`src/design/reno_congestion_window_assert.svh`:
```
// Assertion macros for the Reno congestion window block
`ifndef RENO_CONGESTION_WINDOW_ASSERT_SVH
`define RENO_CONGESTION_WINDOW_ASSERT_SVH

// condition holds at every clock edge out of reset
`define RCW_ASSERT_ALWAYS(label, cond) \
	label: assert property (@(posedge clk) disable iff (!arst_n) (cond)) \
		else $error("rcw: invariant violated");

// same-cycle implication
`define RCW_ASSERT_IMPL(label, ante, cons) \
	label: assert property (@(posedge clk) disable iff (!arst_n) (ante) |-> (cons)) \
		else $error("rcw: implication violated");

// next-cycle implication
`define RCW_ASSERT_NEXT(label, ante, cons) \
	label: assert property (@(posedge clk) disable iff (!arst_n) (ante) |=> (cons)) \
		else $error("rcw: next-cycle implication violated");

`endif

```
`src/design/rcw_pkg.sv`:
```
// Shared constants, types and helpers for the Reno congestion window block
`default_nettype none
package rcw_pkg;
	localparam int IDX_W           = 16;
	localparam int BASE_W          = IDX_W + 1;
	localparam int WIN_W           = 11;
	localparam int THR_W           = 12;
	localparam int CFG_W           = 16;
	localparam int CFG_IDX_W       = 2;
	localparam int MAX_WINDOW      = 1024;
	localparam int THR_MAX         = 4095;
	localparam int START_THRESHOLD = 64;

	typedef logic [IDX_W-1:0]  idx_t;
	typedef logic [BASE_W-1:0] base_t;
	typedef logic [WIN_W-1:0]  win_t;
	typedef logic [THR_W-1:0]  thr_t;

	localparam win_t       MAX_WIN   = WIN_W'(MAX_WINDOW);
	localparam thr_t       START_THR = THR_W'(2 * START_THRESHOLD);
	localparam logic [1:0] DUP_LIMIT = 2'd3;

	localparam logic [1:0] CMD_SEND    = 2'd0;
	localparam logic [1:0] CMD_ACK     = 2'd1;
	localparam logic [1:0] CMD_TIMEOUT = 2'd2;

	localparam logic [CFG_IDX_W-1:0] REG_INIT_THRESH  = CFG_IDX_W'(0);
	localparam logic [CFG_IDX_W-1:0] REG_FINAL_PACKET = CFG_IDX_W'(1);

	typedef struct packed {
		win_t window;
		win_t avoid;
		logic use_avoid;
	} step_req_t;

	typedef struct packed {
		win_t window;
		win_t avoid;
	} step_rsp_t;

	function automatic thr_t halve_window(input win_t w);
		if (int'(w) > THR_MAX) begin
			return THR_W'(THR_MAX);
		end
		return THR_W'(w);
	endfunction
endpackage
`default_nettype wire

```
`src/design/rcw_event_if.sv`:
```
// Event channel: command and acknowledged index
`default_nettype none
interface rcw_event_if;
	import rcw_pkg::*;
	logic       valid;
	logic       ready;
	logic [1:0] command;
	idx_t       ack_index;

	modport source (output valid, output command, output ack_index, input ready);
	modport sink (input valid, input command, input ack_index, output ready);
endinterface
`default_nettype wire

```
`src/design/rcw_result_if.sv`:
```
// Result channel: send decision and window status
`default_nettype none
interface rcw_result_if;
	import rcw_pkg::*;
	logic valid;
	logic ready;
	logic send_valid;
	idx_t send_index;
	win_t window_size;
	thr_t threshold_halves;
	logic in_recovery;
	logic finished;

	modport source (output valid, output send_valid, output send_index, output window_size,
		output threshold_halves, output in_recovery, output finished, input ready);
	modport sink (input valid, input send_valid, input send_index, input window_size,
		input threshold_halves, input in_recovery, input finished, output ready);
endinterface
`default_nettype wire

```
`src/design/reno_congestion_window.sv`:
```
// Reno congestion window controller: sequencer, state and result register
//
//  channel  dir  transfer when      payload
//  evt      in   valid && ready     command, ack_index
//  result   out  valid && ready     send_valid, send_index, window_size,
//                                   threshold_halves, in_recovery, finished
//  cfg      in   cfg_wr_en          cfg_index, cfg_data
//
// Send, timeout, duplicate ack and ignored events go from idle straight to emit;
// recovery entry and exit pass through clamp first. A new ack outside recovery
// goes through grow, clamp and emit; grow walks the packets it covers one per
// cycle through the shared growth unit (cut short once the window is pinned at
// its maximum outside avoidance). evt is not ready while an event is in progress;
// the result stage waits for a free result register. No clearing pass after reset.
`default_nettype none
`include "reno_congestion_window_assert.svh"
module reno_congestion_window (
	input  wire                               clk,
	input  wire                               arst_n,
	rcw_event_if.sink                         evt,
	rcw_result_if.source                      result,
	input  wire                               cfg_wr_en,
	input  wire [rcw_pkg::CFG_IDX_W-1:0]      cfg_index,
	input  wire [rcw_pkg::CFG_W-1:0]          cfg_data
);
	import rcw_pkg::*;

	typedef enum logic [3:0] {
		ST_IDLE  = 4'b0001,
		ST_GROW  = 4'b0010,
		ST_CLAMP = 4'b0100,
		ST_EMIT  = 4'b1000
	} state_t;

	state_t     state_q;
	thr_t       thr_q;
	idx_t       fp_q;
	win_t       window_q;
	win_t       avoid_q;
	base_t      base_q;
	base_t      ls1_q;
	logic [1:0] dup_q;
	logic       rec_q;
	idx_t       cnt_q;
	base_t      pend_q;
	logic       sv_q;
	idx_t       sidx_q;
	logic       res_valid_q;

	step_req_t  step_req;
	step_rsp_t  step_rsp;
	base_t      tail_lim;
	logic       finished;

	logic       evt_fire;
	logic       emit_load;
	thr_t       dbl_win;
	logic       win_gt;
	logic       win_lt;
	logic       frozen;
	base_t      ack_ext;
	logic       ack_dup;
	logic       ack_new;
	logic [1:0] dup_inc;
	thr_t       halved;
	thr_t       entry_sum;
	win_t       entry_win;
	win_t       exit_win;
	base_t      clamp_lo;
	base_t      clamp_ls1;
	win_t       init_v;

	rcw_step_unit u_step (
		.req (step_req),
		.rsp (step_rsp)
	);

	rcw_tail_unit u_tail (
		.base         (base_q),
		.window       (window_q),
		.final_packet (fp_q),
		.tail_lim     (tail_lim),
		.finished     (finished)
	);

	always_comb begin
		evt_fire  = evt.valid && evt.ready;
		emit_load = (state_q == ST_EMIT) && (!res_valid_q || result.ready);
		dbl_win   = {window_q, 1'b0};
		win_gt    = dbl_win > thr_q;
		win_lt    = dbl_win < thr_q;
		frozen    = (window_q >= MAX_WIN) && !win_gt;

		step_req.window    = window_q;
		step_req.avoid     = avoid_q;
		step_req.use_avoid = (state_q == ST_GROW) ? win_gt : !win_lt;

		ack_ext = {1'b0, evt.ack_index};
		ack_dup = (ack_ext + 1'b1) == base_q;
		ack_new = (ack_ext >= base_q) && (ack_ext < ls1_q);
		dup_inc = (dup_q == DUP_LIMIT) ? dup_q : dup_q + 1'b1;

		halved    = halve_window(window_q);
		entry_sum = {1'b0, halved[THR_W-1:1]} + THR_W'(3);
		entry_win = (int'(entry_sum) > MAX_WINDOW) ? MAX_WIN : entry_sum[WIN_W-1:0];
		exit_win  = (thr_q[THR_W-1:1] == '0) ? WIN_W'(1) : thr_q[THR_W-1:1];

		// recovery entry only trims the sent mark down to the tail
		clamp_lo  = (!rec_q && (ls1_q < base_q)) ? base_q : ls1_q;
		clamp_ls1 = (clamp_lo > tail_lim) ? tail_lim : clamp_lo;

		init_v = (cfg_data[WIN_W-1:0] == '0) ? WIN_W'(1) : cfg_data[WIN_W-1:0];
	end

	assign evt.ready = (state_q == ST_IDLE);

	always_ff @(posedge clk or negedge arst_n) begin
		if (!arst_n) begin
			state_q  <= ST_IDLE;
			thr_q    <= START_THR;
			fp_q     <= '0;
			window_q <= WIN_W'(1);
			avoid_q  <= '0;
			base_q   <= '0;
			ls1_q    <= '0;
			dup_q    <= '0;
			rec_q    <= 1'b0;
			sv_q     <= 1'b0;
		end else begin
			case (state_q)
				ST_IDLE: begin
					if (evt_fire) begin
						sv_q    <= 1'b0;
						sidx_q  <= '0;
						state_q <= ST_EMIT;
						if (!finished) begin
							case (evt.command)
								CMD_SEND: begin
									if (ls1_q < tail_lim) begin
										ls1_q  <= ls1_q + 1'b1;
										sv_q   <= 1'b1;
										sidx_q <= ls1_q[IDX_W-1:0];
									end
								end
								CMD_ACK: begin
									if (ack_dup) begin
										dup_q <= dup_inc;
										if (rec_q) begin
											window_q <= step_rsp.window;
											avoid_q  <= step_rsp.avoid;
										end else if (dup_inc == DUP_LIMIT) begin
											thr_q    <= halved;
											window_q <= entry_win;
											avoid_q  <= '0;
											rec_q    <= 1'b1;
											sv_q     <= 1'b1;
											sidx_q   <= base_q[IDX_W-1:0];
											state_q  <= ST_CLAMP;
										end
									end else if (ack_new) begin
										dup_q <= '0;
										if (rec_q) begin
											window_q <= exit_win;
											rec_q    <= 1'b0;
											base_q   <= ack_ext + 1'b1;
											state_q  <= ST_CLAMP;
										end else begin
											cnt_q   <= evt.ack_index - base_q[IDX_W-1:0];
											pend_q  <= ack_ext + 1'b1;
											state_q <= ST_GROW;
										end
									end
								end
								CMD_TIMEOUT: begin
									thr_q    <= halved;
									window_q <= WIN_W'(1);
									ls1_q    <= base_q;
									dup_q    <= '0;
									avoid_q  <= '0;
									rec_q    <= 1'b0;
								end
								default: begin
								end
							endcase
						end
					end
				end
				ST_GROW: begin
					window_q <= step_rsp.window;
					avoid_q  <= step_rsp.avoid;
					if ((cnt_q == '0) || frozen) begin
						base_q  <= pend_q;
						state_q <= ST_CLAMP;
					end else begin
						cnt_q <= cnt_q - 1'b1;
					end
				end
				ST_CLAMP: begin
					ls1_q   <= clamp_ls1;
					state_q <= ST_EMIT;
				end
				ST_EMIT: begin
					if (emit_load) begin
						state_q <= ST_IDLE;
					end
				end
				default: begin
					state_q <= ST_IDLE;
				end
			endcase

			if (cfg_wr_en) begin
				case (cfg_index)
					REG_INIT_THRESH: thr_q <= {init_v, 1'b0};
					REG_FINAL_PACKET: fp_q <= cfg_data[IDX_W-1:0];
					default: begin
					end
				endcase
			end
		end
	end

	// result register
	always_ff @(posedge clk or negedge arst_n) begin
		if (!arst_n) begin
			res_valid_q <= 1'b0;
		end else if (emit_load) begin
			res_valid_q <= 1'b1;
		end else if (result.ready) begin
			res_valid_q <= 1'b0;
		end
	end

	always_ff @(posedge clk) begin
		if (emit_load) begin
			result.send_valid       <= sv_q;
			result.send_index       <= sidx_q;
			result.window_size      <= window_q;
			result.threshold_halves <= thr_q;
			result.in_recovery      <= rec_q;
			result.finished         <= finished;
		end
	end

	assign result.valid = res_valid_q;

	`RCW_ASSERT_NEXT(a_busy_after_accept, evt.valid && evt.ready, !evt.ready)
	`RCW_ASSERT_NEXT(a_result_held, result.valid && !result.ready, result.valid)
	`RCW_ASSERT_ALWAYS(a_window_thr_nonzero, (window_q != '0) && (thr_q != '0))
	`RCW_ASSERT_IMPL(a_recovery_dup_full, rec_q, dup_q == DUP_LIMIT)
endmodule
`default_nettype wire

```
`src/design/rcw_step_unit.sv`:
```
// Shared window growth unit: one slow-start or avoidance step
`default_nettype none
module rcw_step_unit (
	input  rcw_pkg::step_req_t req,
	output rcw_pkg::step_rsp_t rsp
);
	import rcw_pkg::*;

	win_t avoid_inc;
	logic grow;

	always_comb begin
		avoid_inc = req.avoid + 1'b1;
		rsp.avoid = req.avoid;
		grow      = !req.use_avoid;
		if (req.use_avoid) begin
			if (avoid_inc >= req.window) begin
				grow      = 1'b1;
				rsp.avoid = '0;
			end else begin
				rsp.avoid = avoid_inc;
			end
		end
		rsp.window = (grow && (req.window < MAX_WIN)) ? req.window + 1'b1 : req.window;
	end
endmodule
`default_nettype wire

```
`src/design/rcw_tail_unit.sv`:
```
// Window tail limit (one past the tail) and completion flag
`default_nettype none
module rcw_tail_unit (
	input  rcw_pkg::base_t base,
	input  rcw_pkg::win_t  window,
	input  rcw_pkg::idx_t  final_packet,
	output rcw_pkg::base_t tail_lim,
	output logic           finished
);
	import rcw_pkg::*;

	logic [BASE_W:0] span_end;
	base_t           fp_end;

	always_comb begin
		span_end = {1'b0, base} + (BASE_W + 1)'(window);
		fp_end   = {1'b0, final_packet} + 1'b1;
		tail_lim = (span_end > {1'b0, fp_end}) ? fp_end : span_end[BASE_W-1:0];
		finished = base > {1'b0, final_packet};
	end
endmodule
`default_nettype wire
```
`src/flat_wrapper.sv`:
```
// flat-port wrapper written by rule: the top's interface ports become plain ports
module reno_congestion_window_flat import rcw_pkg::*;
  (clk, arst_n, cfg_wr_en, cfg_index, cfg_data, evt_valid, evt_command, evt_ack_index, evt_ready, result_valid, result_send_valid, result_send_index, result_window_size, result_threshold_halves, result_in_recovery, result_finished, result_ready);
  rcw_event_if evt_i ();
  rcw_result_if result_i ();
  input  wire clk;
  input  wire arst_n;
  input  wire cfg_wr_en;
  input  wire [rcw_pkg::CFG_IDX_W-1:0] cfg_index;
  input  wire [rcw_pkg::CFG_W-1:0] cfg_data;
  input wire logic [$bits(evt_i.valid)-1:0] evt_valid;
  input wire logic [$bits(evt_i.command)-1:0] evt_command;
  input wire logic [$bits(evt_i.ack_index)-1:0] evt_ack_index;
  output wire logic [$bits(evt_i.ready)-1:0] evt_ready;
  output wire logic [$bits(result_i.valid)-1:0] result_valid;
  output wire logic [$bits(result_i.send_valid)-1:0] result_send_valid;
  output wire logic [$bits(result_i.send_index)-1:0] result_send_index;
  output wire logic [$bits(result_i.window_size)-1:0] result_window_size;
  output wire logic [$bits(result_i.threshold_halves)-1:0] result_threshold_halves;
  output wire logic [$bits(result_i.in_recovery)-1:0] result_in_recovery;
  output wire logic [$bits(result_i.finished)-1:0] result_finished;
  input wire logic [$bits(result_i.ready)-1:0] result_ready;
  assign evt_i.valid = evt_valid;
  assign evt_i.command = evt_command;
  assign evt_i.ack_index = evt_ack_index;
  assign evt_ready = evt_i.ready;
  assign result_valid = result_i.valid;
  assign result_send_valid = result_i.send_valid;
  assign result_send_index = result_i.send_index;
  assign result_window_size = result_i.window_size;
  assign result_threshold_halves = result_i.threshold_halves;
  assign result_in_recovery = result_i.in_recovery;
  assign result_finished = result_i.finished;
  assign result_i.ready = result_ready;
  reno_congestion_window u_core (.clk(clk), .arst_n(arst_n), .evt(evt_i), .result(result_i), .cfg_wr_en(cfg_wr_en), .cfg_index(cfg_index), .cfg_data(cfg_data));
endmodule
```
`config.mk`:
```
export PLATFORM = sky130hd
export DESIGN_NAME = reno_congestion_window_flat
export DESIGN_NICKNAME = d
export VERILOG_FILES = /design/src/design/rcw_pkg.sv /design/src/design/rcw_event_if.sv /design/src/design/rcw_result_if.sv /design/src/design/reno_congestion_window.sv /design/src/design/rcw_step_unit.sv /design/src/design/rcw_tail_unit.sv /design/src/flat_wrapper.sv
export VERILOG_INCLUDE_DIRS = /design/src /design/src/design
export SDC_FILE = /design/constraint.sdc
export NUM_CORES = 1
export LEC_CHECK = 0
export ABC_AREA = 1
export BUFFER_PORTS_ARGS = -buffer_cell sky130_fd_sc_hd__clkbuf_2
export CORE_MARGIN = 2
export CORE_UTILIZATION = 55
export DETAILED_ROUTE_END_ITERATION = 7
export GPL_TIMING_DRIVEN = 0
export PLACE_DENSITY = 0.76
export SETUP_SLACK_MARGIN = 0.05
export SLEW_MARGIN = 20
export SYNTH_ARGS = -nofsm -noshare
export SYNTH_HDL_FRONTEND = slang
export SYNTH_SLANG_ARGS = --single-unit
```
`constraint.sdc`:
```
create_clock -name clk -period 5.5 [get_ports clk]
set_input_delay 0.275 -clock clk [delete_from_list [all_inputs] [get_ports clk]]
set_output_delay 0.275 -clock clk [all_outputs]
set_load 0.005 [all_outputs]
```
==> impl_results.md <==
- Status: finished, violations left
- Failing checks: negative setup slack
- H-Tree Depth: 4
- Cell accounting for the most synthesized area: edfxtp_1
- CTS tree: yes
- Die width: 168.8 um
- Global-route wire length before repair: 77.30 mm
- Slew Limit Headroom: 40.95%
- FF-to-FF Start: u_core.window_q[0]
- Die Y: 168.8 um
- Final Critical Period: 5903 ps
- Most frequent cells in the layout: 385 x nand2_1, 224 x inv_1, 144 x ha_1
- Fill cells: 2,241
- Initial cell density of the core: 55.73%
- DR top layer: met5
- Fmax: 169.4 MHz
- Final HPWL DP: 36.46 mm
- Commonest non-fill, non-tap cell in the layout: nand2_1
- Crit path DAT: 6150 ps
- # placed instances: 2,374
- Total number of vias: 15,140
- Largest net degree at the start of global routing: 82
- Hold depth: 2
- Hold Vio Cnt, Final: 0
- Met2 wire length: 22.11 mm
- Initial antenna violation count: 2
- Finished Cell Area: 17,750 sq um
- Capture point of the worst reg-to-reg path: u_core.sidx_q[12]
- Yosys cell types: 61
- Fin cells: 2,467
- Final GP Congestion: 0.9696
- Multi-input gate area: 9348 sq um
- Post-DP Area: 15,960 sq um
- WL met1: 20.31 mm
- Post-synth EDFFs: 91
- Fin nets: 2,312
- Yosys reg bits: 184
- Mapped Nets: 2,145
- I/O pin cnt: 85
- Fin worst setup slack: -402.8 ps
- Synth top area share: 18.29%
- Period Utilization, post-route: 107.3%
- I/O Buffers: 84
- Startpoint types: flop
- Vias in the first global route: 14,450
- Vias/cell: 6.136
- WL met3: 4.934 mm
- Least-Margin Pin Slew: 878.5 ps
- Setup CP Type: flop to flop
- HP Class: input pin to flop
- Pleak: 0.008143 uW
- Fraction of registers with async set/reset: 50.54%
- Final Util: 66.23%
- Top area cells in the synthesized netlist: edfxtp_1 18%, dfrtp_1 15%, ha_1 13%, nand2_1 11%, inv_1 5.8%
- Root Buffer: clkbuf_16
- Worst Path Max Fanout: 7
- Die ar.: 28,490 sq um
- Synth Flop Type: edfxtp_1
- Hold WS: 29.14 ps
- DRC viols: 0
- Max VDD drop: 0.7091 mV
- Max-slew violations: 0
- Total CTS buffers: 17
- Starting DRT DRC Count: 2,000
- GRT Resource Usage Total: 34.70%
- Max-cap viol count: 0
- # rows: 60
- Crit path to: u_core.sidx_q[12]
- Layout area overhead: 18.84%
- WL per Instance: 20.16 um
- Final setup vio count: 34
- R2R depth: 34
- Skew final: 17.38 ps
- TritonRoute pass-1 iters: 7
- Yosys warnings: 0
- Synthesized instance count: 1,945
- Area occupied by registers: 5071 sq um
- Critical path origin: u_core.window_q[0]
- CP Capture Type: flop
- Slowest cell on crit path: dfstp_4
- CP peak stage delay: 660 ps
- Core Area: 26,800 sq um
- Layout cells sized above 1: 17.65%
- Post-route ant nets: 0
- Post-Route WL: 49.75 mm
- Clock-pin slew on the worst setup and hold paths: 80 ps
- TritonCTS Sinks: 184
- CP most frequent cell: nand2_1
- Clock insertion delay at the later pin of the skew report: 440 ps
- Mapped Area: 14,940 sq um
- Post-synthesis sequential area ratio: 33.90%
- Synthesized area per cell: 7.680 sq um
- Grt ovf: 0
- Pwr Density: 702.6 nW/um^2
- Clk buf depth: 2
- Worst EP required: 5740 ps
- Unrepaired setup endpoints after global routing: true
- R2R Setup Slk: -400 ps
## synth_stat cells, types with 12 or more instances
cell / n
o21ai_0: 146
nor3_1: 38
ha_1: 157
nor2_1: 117
nand4_1: 39
nand3_1: 108
nor4_1: 16
edfxtp_1: 91
nand2_1: 423
xor2_1: 78
xnor2_1: 15
inv_1: 229
o211ai_1: 36
dfrtp_1: 90
o31ai_1: 12
clkbuf_1: 41
o21ai_1: 27
a21oi_1: 147
## worst min-delay path by stage
stage | from | to | slack [ps]
floorplan | arst_n | u_core.avoid_q[0] | -20
global placement | u_core.sidx_q[1] | u_core.result.send_index[1] | 400
detailed placement | arst_n | u_core.result.valid | 140
CTS | result_ready | u_core.result.valid | 30
global route | result_ready | u_core.result.valid | 60
finish | result_ready | u_core.result.valid | 30
## routing by layer
layer  global-route usage, %  vias up
li1                        -     7013
met5                       0        -
met4                   15.67        2
met1                   47.44     7033
met2                   54.37      903
met3                   5.658      186
## cell families (layout without fill, tap and decap cells)
family                     after synthesis  after routing  share of synthesized area (%)
adders and majority gates              159            159                          13.42
DFF                                    184            184                          33.90
buffers and inverters                  303            483                          8.008
other                                    0              1                              0
muxes                                    1              1                        0.06702
xor gates and xnor gates                93             93                          5.453
AOI/OAI and AO/OA                      423            423                          16.02
and+or+nand+nor                        782            782                          23.13
## worst max-delay path, delay by kind of cell, from the launching register on
kind                     cells  cell delay [ps]
AO/OA/AOI/OAI               10             1770
AND/OR/NAND/NOR             14             1340
adder cells (fa/ha/maj)      4             1050
buffers and inverters        5              700
flip-flops                   1              660
XOR/XNOR                     1              180
## sequential cells by signal, indices dropped and copies added (netlist names), 16 cells and up
| signal | flops |
|---|---|
| u_core.base_q | 17 |
| u_core.cnt_q | 16 |
| u_core.fp_q | 16 |
| u_core.sidx_q | 16 |
| u_core.ls1_q | 17 |
| u_core.pend_q | 17 |
| u_core.result.send_index | 16 |
## power breakdown
| part | switching [uW] | total [uW] | internal [uW] |
|---|---|---|---|
| clock | 616 | 1310 | 692 |
| combinational | 5240 | 8630 | 3380 |
| sequential | 618 | 2540 | 1920 |
| total | 6480 | 12500 | 5990 |
## final cells by class
class	count	area share, %
diodes	1	0.01410
plain buffers	60	2.115
clock buffers	18	2.418
clock inverters	14	1.029
inverters	243	5.237
multi-input cells	1458	52.66
flip-flops and latches	184	28.57
well taps	341	2.404
repair buffers	148	5.554
## metrics by stage
stage          TNS (ps)  power, uW  setup slack (ps)
2_1_floorplan         0       7017             66.07
3_3_place_gp     -47300       8771             -1351
6_report         -11040      12470            -402.8
4_1_cts           -4478      11540            -192.3
3_5_place_dp     -40810       8983             -1391
5_1_grt          -18750      13340            -640.5
## repair_timing
action | in CTS | in global routing
gates resized for setup | 101 | 68
setup buffers | 41 | 14
cloned | 7 | 0
setup endpoints to repair | 34 | 34
endpoints found under the hold margin | 13 | 0
pin swaps | 30 | 31
hold buffers | 1 | 0
No activity file was read; power rests on OpenSTA's default activity.
